===== src/fpmk_pkg.sv =====
`timescale 1ns / 1ps
// ----------------------------------------------------------------------------
// fpmk_pkg
// Shared types and constants of the fixed-priority (m,k)-firm scheduler.
// ----------------------------------------------------------------------------
package fpmk_pkg;

  localparam int unsigned MissLimitW = 2;
  localparam int unsigned TimeW      = 32;

  localparam logic       ModeLoad = 1'b0;
  localparam logic       ModeTick = 1'b1;
  localparam logic [1:0] MissLimitReset = 2'd1;

  typedef struct packed {
    logic        mode;
    logic [2:0]  task_slot;
    logic [11:0] exec_budget;
    logic [11:0] release_period;
    logic [11:0] relative_deadline;
    logic [15:0] first_release;
  } in_t;

  typedef struct packed {
    logic              cpu_busy;
    logic [2:0]        running_slot;
    logic              job_finished;
    logic              deadline_missed;
    logic              task_violating;
    logic [3:0]        violating_tasks;
    logic [TimeW-1:0]  tick_time;
  } out_t;

endpackage


===== src/fpmk_window.sv =====
`timescale 1ns / 1ps
// ----------------------------------------------------------------------------
// fpmk_window
// Miss window update: record met or missed in the current slot, advance the
// slot pointer and flag a window holding more misses than allowed.
// ----------------------------------------------------------------------------
module fpmk_window
  import fpmk_pkg::*;
#(
  parameter int unsigned WINDOW_LEN = 3,
  localparam int unsigned SlotW = (WINDOW_LEN > 1) ? $clog2(WINDOW_LEN) : 1,
  localparam int unsigned PcW   = $clog2(WINDOW_LEN + 1),
  localparam int unsigned CmpW  = (PcW > MissLimitW) ? PcW : MissLimitW
) (
  input  logic [WINDOW_LEN-1:0] window_i,
  input  logic [SlotW-1:0]      slot_i,
  input  logic                  miss_i,
  input  logic [MissLimitW-1:0] miss_limit_i,
  output logic [WINDOW_LEN-1:0] window_o,
  output logic [SlotW-1:0]      slot_o,
  output logic                  exceed_o
);

  logic [WINDOW_LEN-1:0] slot_bit;
  logic [PcW-1:0]        miss_cnt;

  assign slot_bit = WINDOW_LEN'(1) << slot_i;
  assign window_o = miss_i ? (window_i | slot_bit) : (window_i & ~slot_bit);
  assign slot_o   = (slot_i == SlotW'(WINDOW_LEN - 1)) ? '0 : SlotW'(slot_i + 1'b1);

  always_comb begin
    miss_cnt = '0;
    for (int i = 0; i < WINDOW_LEN; i++) begin
      miss_cnt = miss_cnt + PcW'(window_o[i]);
    end
  end

  assign exceed_o = CmpW'(miss_cnt) > CmpW'(miss_limit_i);

endmodule


===== src/fixed_priority_mk_firm_scheduler.sv =====
`timescale 1ns / 1ps
// ----------------------------------------------------------------------------
// fixed_priority_mk_firm_scheduler
// Tick-driven preemptive fixed-priority scheduler with (m,k)-firm deadline
// monitoring. Task entries live in one synchronous task memory; valid bits and flags are registers.
//
//   channel   direction  handshake                 payload
//   in        input      in_valid_i / in_ready_o   in_data_i  (in_t)
//   out       output     out_valid_o / out_ready_i out_data_o (out_t)
//   cfg       input      cfg_we_i                  cfg_wdata_i (miss_limit)
//
// A load transaction writes its memory entry directly when accepted.
// A tick transaction issues the first read when accepted, then scans the
// entries in priority order through the single memory read port, does a
// read-modify-write of the running entry in the update state and loads the
// output register in the output state; an idle tick skips the update state.
// Reset clears task valid bits, violation flags and time; no clearing pass.
// A stalled output holds the next tick in the output state; loads wait.
// ----------------------------------------------------------------------------
module fixed_priority_mk_firm_scheduler
  import fpmk_pkg::*;
#(
  parameter int unsigned NUM_TASKS  = 8,
  parameter int unsigned WINDOW_LEN = 3
) (
  input  logic                  clk_i,
  input  logic                  rst_ni,
  input  logic                  in_valid_i,
  output logic                  in_ready_o,
  input  in_t                   in_data_i,
  output logic                  out_valid_o,
  input  logic                  out_ready_i,
  output out_t                  out_data_o,
  input  logic                  cfg_we_i,
  input  logic [MissLimitW-1:0] cfg_wdata_i
);

  localparam int unsigned IdxW  = (NUM_TASKS > 1) ? $clog2(NUM_TASKS) : 1;
  localparam int unsigned SlotW = (WINDOW_LEN > 1) ? $clog2(WINDOW_LEN) : 1;
  localparam int unsigned CntW  = $clog2(NUM_TASKS + 1);
  localparam logic [IdxW-1:0] LastIdx = IdxW'(NUM_TASKS - 1);

  typedef struct packed {
    logic [11:0]           budget;
    logic [11:0]           period;
    logic [11:0]           work;
    logic [TimeW-1:0]      nrel;
    logic [TimeW-1:0]      dl;
    logic [WINDOW_LEN-1:0] win;
    logic [SlotW-1:0]      wslot;
  } entry_t;

  typedef enum logic [1:0] {
    StIdle,
    StScan,
    StUpdate,
    StOut
  } state_e;

  function automatic logic [TimeW-1:0] sat_add(logic [TimeW-1:0] a, logic [11:0] b);
    logic [TimeW:0] s;
    s = {1'b0, a} + (TimeW + 1)'(b);
    return s[TimeW] ? '1 : s[TimeW-1:0];
  endfunction

  state_e                state_q;
  logic [TimeW-1:0]      now_q, t_q;
  logic [IdxW-1:0]       chk_q, run_q;
  logic [NUM_TASKS-1:0]  vld_q, flag_q;
  logic [CntW-1:0]       vcnt_q;
  logic [MissLimitW-1:0] miss_limit_q;
  entry_t                ent_q;
  out_t                  res_q, out_q;
  logic                  out_valid_q;

  entry_t                mem_q [NUM_TASKS];
  entry_t                rd_q;
  logic                  rd_vld_q;

  logic                  in_acc, tick_acc, load_acc, load_ok;
  logic [IdxW-1:0]       load_idx;
  logic                  rd_en, wr_en;
  logic [IdxW-1:0]       rd_addr, wr_addr;
  entry_t                wr_data, load_ent, upd_ent;
  logic                  eligible;
  logic [11:0]           work_dec;
  logic                  fin, miss, exceed, set_flag;
  logic [WINDOW_LEN-1:0] win_new;
  logic [SlotW-1:0]      wslot_new;
  logic [CntW-1:0]       vcnt_d;

  assign in_ready_o  = (state_q == StIdle);
  assign in_acc      = in_valid_i && in_ready_o;
  assign tick_acc    = in_acc && (in_data_i.mode == ModeTick);
  assign load_acc    = in_acc && (in_data_i.mode == ModeLoad);
  assign load_ok     = 32'(in_data_i.task_slot) < NUM_TASKS;
  assign load_idx    = IdxW'(in_data_i.task_slot);
  assign out_valid_o = out_valid_q;
  assign out_data_o  = out_q;

  assign eligible = rd_vld_q && (rd_q.nrel <= t_q) && (rd_q.work != '0);

  assign rd_en   = tick_acc || ((state_q == StScan) && (chk_q != LastIdx));
  assign rd_addr = (state_q == StIdle) ? '0 : IdxW'(chk_q + IdxW'(1));

  fpmk_window #(
    .WINDOW_LEN(WINDOW_LEN)
  ) u_window (
    .window_i    (ent_q.win),
    .slot_i      (ent_q.wslot),
    .miss_i      (miss),
    .miss_limit_i(miss_limit_q),
    .window_o    (win_new),
    .slot_o      (wslot_new),
    .exceed_o    (exceed)
  );

  always_comb begin
    work_dec = ent_q.work - 12'd1;
    fin      = (work_dec == '0);
    miss     = t_q > ent_q.dl;
    set_flag = fin && exceed;
    upd_ent  = ent_q;
    if (fin) begin
      upd_ent.work  = ent_q.budget;
      upd_ent.nrel  = sat_add(ent_q.nrel, ent_q.period);
      upd_ent.dl    = sat_add(ent_q.dl, ent_q.period);
      upd_ent.win   = win_new;
      upd_ent.wslot = wslot_new;
    end else begin
      upd_ent.work  = work_dec;
    end
    vcnt_d = vcnt_q;
    if (set_flag && !flag_q[run_q]) begin
      vcnt_d = vcnt_q + CntW'(1);
    end
  end

  always_comb begin
    load_ent.budget = in_data_i.exec_budget;
    load_ent.period = in_data_i.release_period;
    load_ent.work   = in_data_i.exec_budget;
    load_ent.nrel   = TimeW'(in_data_i.first_release);
    load_ent.dl     = TimeW'(in_data_i.first_release) + TimeW'(in_data_i.relative_deadline);
    load_ent.win    = '0;
    load_ent.wslot  = '0;
  end

  assign wr_en   = (load_acc && load_ok) || (state_q == StUpdate);
  assign wr_addr = (state_q == StUpdate) ? run_q : load_idx;
  assign wr_data = (state_q == StUpdate) ? upd_ent : load_ent;

  always_ff @(posedge clk_i) begin
    if (wr_en) begin
      mem_q[wr_addr] <= wr_data;
    end
    if (rd_en) begin
      rd_q     <= mem_q[rd_addr];
      rd_vld_q <= vld_q[rd_addr];
    end
  end

  always_ff @(posedge clk_i or negedge rst_ni) begin
    if (!rst_ni) begin
      state_q      <= StIdle;
      now_q        <= '0;
      t_q          <= '0;
      chk_q        <= '0;
      run_q        <= '0;
      vld_q        <= '0;
      flag_q       <= '0;
      vcnt_q       <= '0;
      miss_limit_q <= MissLimitReset;
      ent_q        <= '0;
      res_q        <= '0;
      out_q        <= '0;
      out_valid_q  <= 1'b0;
    end else begin
      if (cfg_we_i) begin
        miss_limit_q <= cfg_wdata_i;
      end
      if (out_valid_q && out_ready_i && (state_q != StOut)) begin
        out_valid_q <= 1'b0;
      end
      unique case (state_q)
        StIdle: begin
          if (tick_acc) begin
            t_q     <= now_q;
            now_q   <= (now_q == '1) ? now_q : now_q + TimeW'(1);
            chk_q   <= '0;
            state_q <= StScan;
          end else if (load_acc && load_ok) begin
            vld_q[load_idx]  <= 1'b1;
            flag_q[load_idx] <= 1'b0;
            if (flag_q[load_idx]) begin
              vcnt_q <= vcnt_q - CntW'(1);
            end
          end
        end
        StScan: begin
          if (eligible) begin
            run_q   <= chk_q;
            ent_q   <= rd_q;
            state_q <= StUpdate;
          end else if (chk_q == LastIdx) begin
            res_q   <= {1'b0, 3'd0, 1'b0, 1'b0, 1'b0, 4'(vcnt_q), t_q};
            state_q <= StOut;
          end else begin
            chk_q <= IdxW'(chk_q + IdxW'(1));
          end
        end
        StUpdate: begin
          if (set_flag) begin
            flag_q[run_q] <= 1'b1;
          end
          vcnt_q                <= vcnt_d;
          res_q.cpu_busy        <= 1'b1;
          res_q.running_slot    <= 3'(run_q);
          res_q.job_finished    <= fin;
          res_q.deadline_missed <= fin && miss;
          res_q.task_violating  <= flag_q[run_q] || set_flag;
          res_q.violating_tasks <= 4'(vcnt_d);
          res_q.tick_time       <= t_q;
          state_q               <= StOut;
        end
        StOut: begin
          if (!out_valid_q || out_ready_i) begin
            out_q       <= res_q;
            out_valid_q <= 1'b1;
            state_q     <= StIdle;
          end
        end
        default: state_q <= StIdle;
      endcase
    end
  end

  a_vcnt_matches_flags: assert property (@(posedge clk_i) disable iff (!rst_ni)
    vcnt_q == CntW'($countones(flag_q)))
    else $error("violation count out of step with flags");

  a_miss_needs_finish: assert property (@(posedge clk_i) disable iff (!rst_ni)
    out_valid_o && out_data_o.deadline_missed |-> out_data_o.job_finished)
    else $error("deadline miss reported without job completion");

  a_idle_result_clean: assert property (@(posedge clk_i) disable iff (!rst_ni)
    out_valid_o && !out_data_o.cpu_busy |->
      out_data_o.running_slot == '0 && !out_data_o.job_finished &&
      !out_data_o.task_violating)
    else $error("idle tick carries task fields");

  a_tick_starts_scan: assert property (@(posedge clk_i) disable iff (!rst_ni)
    tick_acc |=> state_q == StScan && t_q == $past(now_q))
    else $error("tick transaction did not start scan at current time");

endmodule


===== config.mk =====
export PLATFORM = sky130hd
export DESIGN_NAME = fixed_priority_mk_firm_scheduler
export DESIGN_NICKNAME = d
export VERILOG_FILES = /design/src/fpmk_pkg.sv /design/src/fpmk_window.sv /design/src/fixed_priority_mk_firm_scheduler.sv
export SDC_FILE = /design/constraint.sdc
export NUM_CORES = 2
export LEC_CHECK = 0
export BUFFER_PORTS_ARGS = -buffer_cell sky130_fd_sc_hd__buf_2
export CORE_AREA = 4 4 276 346
export CTS_CLUSTER_SIZE = 8
export DETAILED_ROUTE_END_ITERATION = 7
export DIE_AREA = 0 0 280 350
export GPL_TIMING_DRIVEN = 1
export PLACE_DENSITY_LB_ADDON = 0.3
export SLEW_MARGIN = 15
export SYNTH_ARGS = -nofsm -noshare
export SYNTH_HDL_FRONTEND = slang
export SYNTH_SLANG_ARGS = --single-unit
export TNS_END_PERCENT = 50

===== constraint.sdc =====
create_clock -name clk_i -period 7.1 [get_ports clk_i]
set_input_delay 1.42 -clock clk_i [delete_from_list [all_inputs] [get_ports clk_i]]
set_output_delay 1.42 -clock clk_i [all_outputs]
set_load 0.05 [all_outputs]

==> impl_metrics.py <==
metrics = {
    "logic_synthesis": {
        "synth-edff-count": 946,
        "syn_area_mm2": 0.0521,
        "synth_cell_types": 71,
        "ys.flop_type": "edfxtp_1",
        "async_flop_share_pct": 23.2,
        "ys_seq_area_share_pct": 68.2,
        "synth_cells": 3088,
        "syn_nets": 3268,
        "avgSynthCellArea_um2": 16.9,
        "ys.warnings.count": 0,
        "ys_ff_latch": 1232,
    },
    "worst_setup_path": {
        "timing.critical_path.to_type": "flop",
        "cp.required_ns": 7.72,
        "cp_max_fo": 5,
        "r2r_slack_ns": 2.01,
        "reg2reg_to": "res_q[33]",
        "path_buf_inv": 1,
        "reg2regPathDepth": 17,
        "crit_family": "simple AND/OR/NAND/NOR gates",
        "worstSetupPathType": "reg -> reg",
        "crit_arrival_ns": 5.71,
        "slowest_stage": "nor3_1",
        "cp-start-kind": "flop",
        "path_cells": "ha_1, nand4_1, nor3_1, nand4b_1, nand3_1, nand2_1, or2_2, mux2_2, fa_1, inv_1, ha_1, nand2_1, o21ai_0, nor2_1, and3_1, mux2_2, mux2_2",
        "path_common_cell": "mux2_2",
        "timing.rr.start": "t_q[24]",
        "slowest_delay_ns": 0.58,
    },
    "floorplan": {
        "core_mm2": 0.0924,
        "initial_core_util_pct": 56.4,
        "die_width_um": 280,
        "design.die.area_mm2": 0.0980,
        "ios": 108,
        "die-height_um": 350,
        "fp-row-count": 125,
    },
    "grt": {
        "grt_max_degree": 111,
        "grt_overflow_total": 0,
        "first_global_vias": 30900,
        "antenna_found_initial": 7,
        "grt_pass1_wl_um": 197000,
        "grt_usage_pct": 27.1,
    },
    "routing": {
        "vias_per_cell": 6.38,
        "wirelength_um": 130000,
        "vias": 29600,
        "drt_iter0_drc": 3332,
        "ant_nets": 0,
        "drc": 0,
        "wl_per_cell_um": 28.2,
        "first_pass_iters": 6,
    },
    "status": {
        "status": "finished, final reports clean",
    },
    "cts": {
        "htree_levels": 4,
        "ctsHoldBuffers": 0,
        "clk_pin_slew_ns": 0.05,
        "clockBufferDepth": 3,
        "post_cts_buffers": 0,
        "clk_latency_ns": 0.76,
        "root_buffer": "clkbuf_16",
        "cts_made_buffers": 171,
        "post_cts_resized": 0,
        "cts_tree": "done",
        "cts_sinks": 1232,
    },
    "worst_hold_path": {
        "hold_class": "reg -> reg",
        "hp-start": "rd_q[33]",
        "holdPathEnd": "ent_q[33]",
        "whs_path_depth": 2,
    },
    "power_and_ir_drop": {
        "irDropWorstVdd_uv": 298,
        "power_density_mw_per_mm2": 458,
        "leakage_uw": 0.0214,
    },
    "sta": {
        "tightest_slew_ns": 1.13,
        "finalSetupViolCount": 0,
        "tns_ns": 0,
        "drv_slew": 0,
        "finClkSkew_ns": 0.0496,
        "fin_crit_sh_pct": 71.7,
        "hold_ws_ns": 0.450,
        "slew_headroom_pct": 25.0,
        "fmax_mhz": 197,
        "rsz0062_at_grt": "false",
        "hold_viol_final": 0,
        "min_period_ns": 5.09,
    },
    "cells_and_area": {
        "stdcell_count": 4635,
        "area_growth_pct": 13.9,
        "stdcell_area_mm2": 0.0593,
        "layout_commonest_cell": "edfxtp_1",
        "fin_nets": 3465,
        "final_cell_mix": "edfxtp_1 (946), mux2_2 (322), dfrtp_1 (284)",
        "drive_gt1_share_pct": 26.9,
    },
    "placement": {
        "place_area_mm2": 0.0543,
        "port_buffers": 107,
        "dp.cells": 4318,
        "gp_routability_congestion": 0.883,
        "hpwl_um": 77100,
    },
    "run": {
        "maxCapViolCount": 0,
    },
}
## routing by layer
| metal | track usage, % | part of all wire, % | up-vias |
|---|---|---|---|
| li1 | - | - | 12600 |
| met1 | 37.0 | 40 | 15400 |
| met2 | 44.5 | 49 | 1302 |
| met3 | 5.27 | 7.7 | 291 |
| met4 | 9.32 | 3.2 | 6 |
| met5 | 0 | 0.035 | - |
## worst min-delay path: stages, from the launching register on
cell and delay [ns]:
edfxtp_1 0.31, nand2_1 0.04, o21ai_0 0.06
## flip-flops by register name, summed over array words and instances (netlist names), 3 cells and up
| signal | count |
|---|---|
| ent_q | 105 |
| t_q | 32 |
| out_data_o | 43 |
| run_q | 3 |
| vld_q | 8 |
| vcnt_q | 4 |
| res_q | 43 |
| now_q | 32 |
| flag_q | 8 |
| chk_q | 3 |
| mem_q | 840 |
| rd_q | 105 |
## synthesized netlist by cell type, types with 8 or more instances
master	number	area [um^2]
a31oi_1	24	150
nand3_1	50	250
xor2_1	27	236
and4_1	11	96.3
nor4_1	11	68.8
dfrtp_1	285	7130
a21oi_1	86	430
buf_1	25	93.8
nor2_1	99	372
o21bai_1	9	67.6
inv_1	109	409
mux4_2	214	4820
and3_1	25	156
o21ai_0	122	611
nand2_1	145	544
ha_1	113	1410
edfxtp_1	946	28400
clkbuf_1	102	383
xnor2_1	65	569
a21o_1	18	135
nand2b_1	17	106
o221ai_1	8	70.1
nor2b_1	10	62.6
nand4_1	42	263
or3_1	8	50.1
o31ai_1	18	135
nor3_1	35	175
a211oi_1	10	75.1
o21a_1	11	82.6
mux2_2	322	3630
## worst max-delay path by stage
| stage | start | endpoint | slack (ns) | cells past startpoint |
|---|---|---|---|---|
| floorplan | in_data_i[55] | mem_q[6][0] | 0.03 | 5 |
| global placement | t_q[24] | res_q[33] | 2.19 | 17 |
| detailed placement | t_q[24] | res_q[33] | 2.13 | 17 |
| CTS | t_q[24] | res_q[33] | 2.13 | 17 |
| global route | ent_q[34] | res_q[33] | 1.97 | 17 |
| finish | t_q[24] | res_q[33] | 2.01 | 17 |
## cells by family after synthesis
family,synth area share (%)
AND/OR/NAND/NOR,4.69
XOR/XNOR,1.55
multiplexers,16.3
buffers and inverters,1.78
AO/OA/AOI/OAI,4.54
flip-flops,68.2
adder cells (fa/ha/maj),2.87
## area by class of cell
cell class	count	area [um^2]
fillers	6227	33100
clock inverters	11	188
well taps	1206	1510
inverters	110	413
repair buffers	158	1050
flip-flops and latches	1232	35600
diodes	3	7.51
clock buffers	303	4820
multi-input cells	1612	15800
## report_power, final
group	total (uW)	internal (uW)	switching [uW]
Combinational	8530	3520	5010
Sequential	11100	10200	895
Clock	7520	4560	2960
## through the flow
step	util [%]	worst slack, ns	power, uW
finish	64.2	2.01	27200
global placement	58.7	2.19	19400
detailed placement	58.8	2.13	19700
global route	64.2	1.97	28400
CTS	64.2	2.13	27300
floorplan	-	0.0255	16900
(Power assumes the default switching activity.)
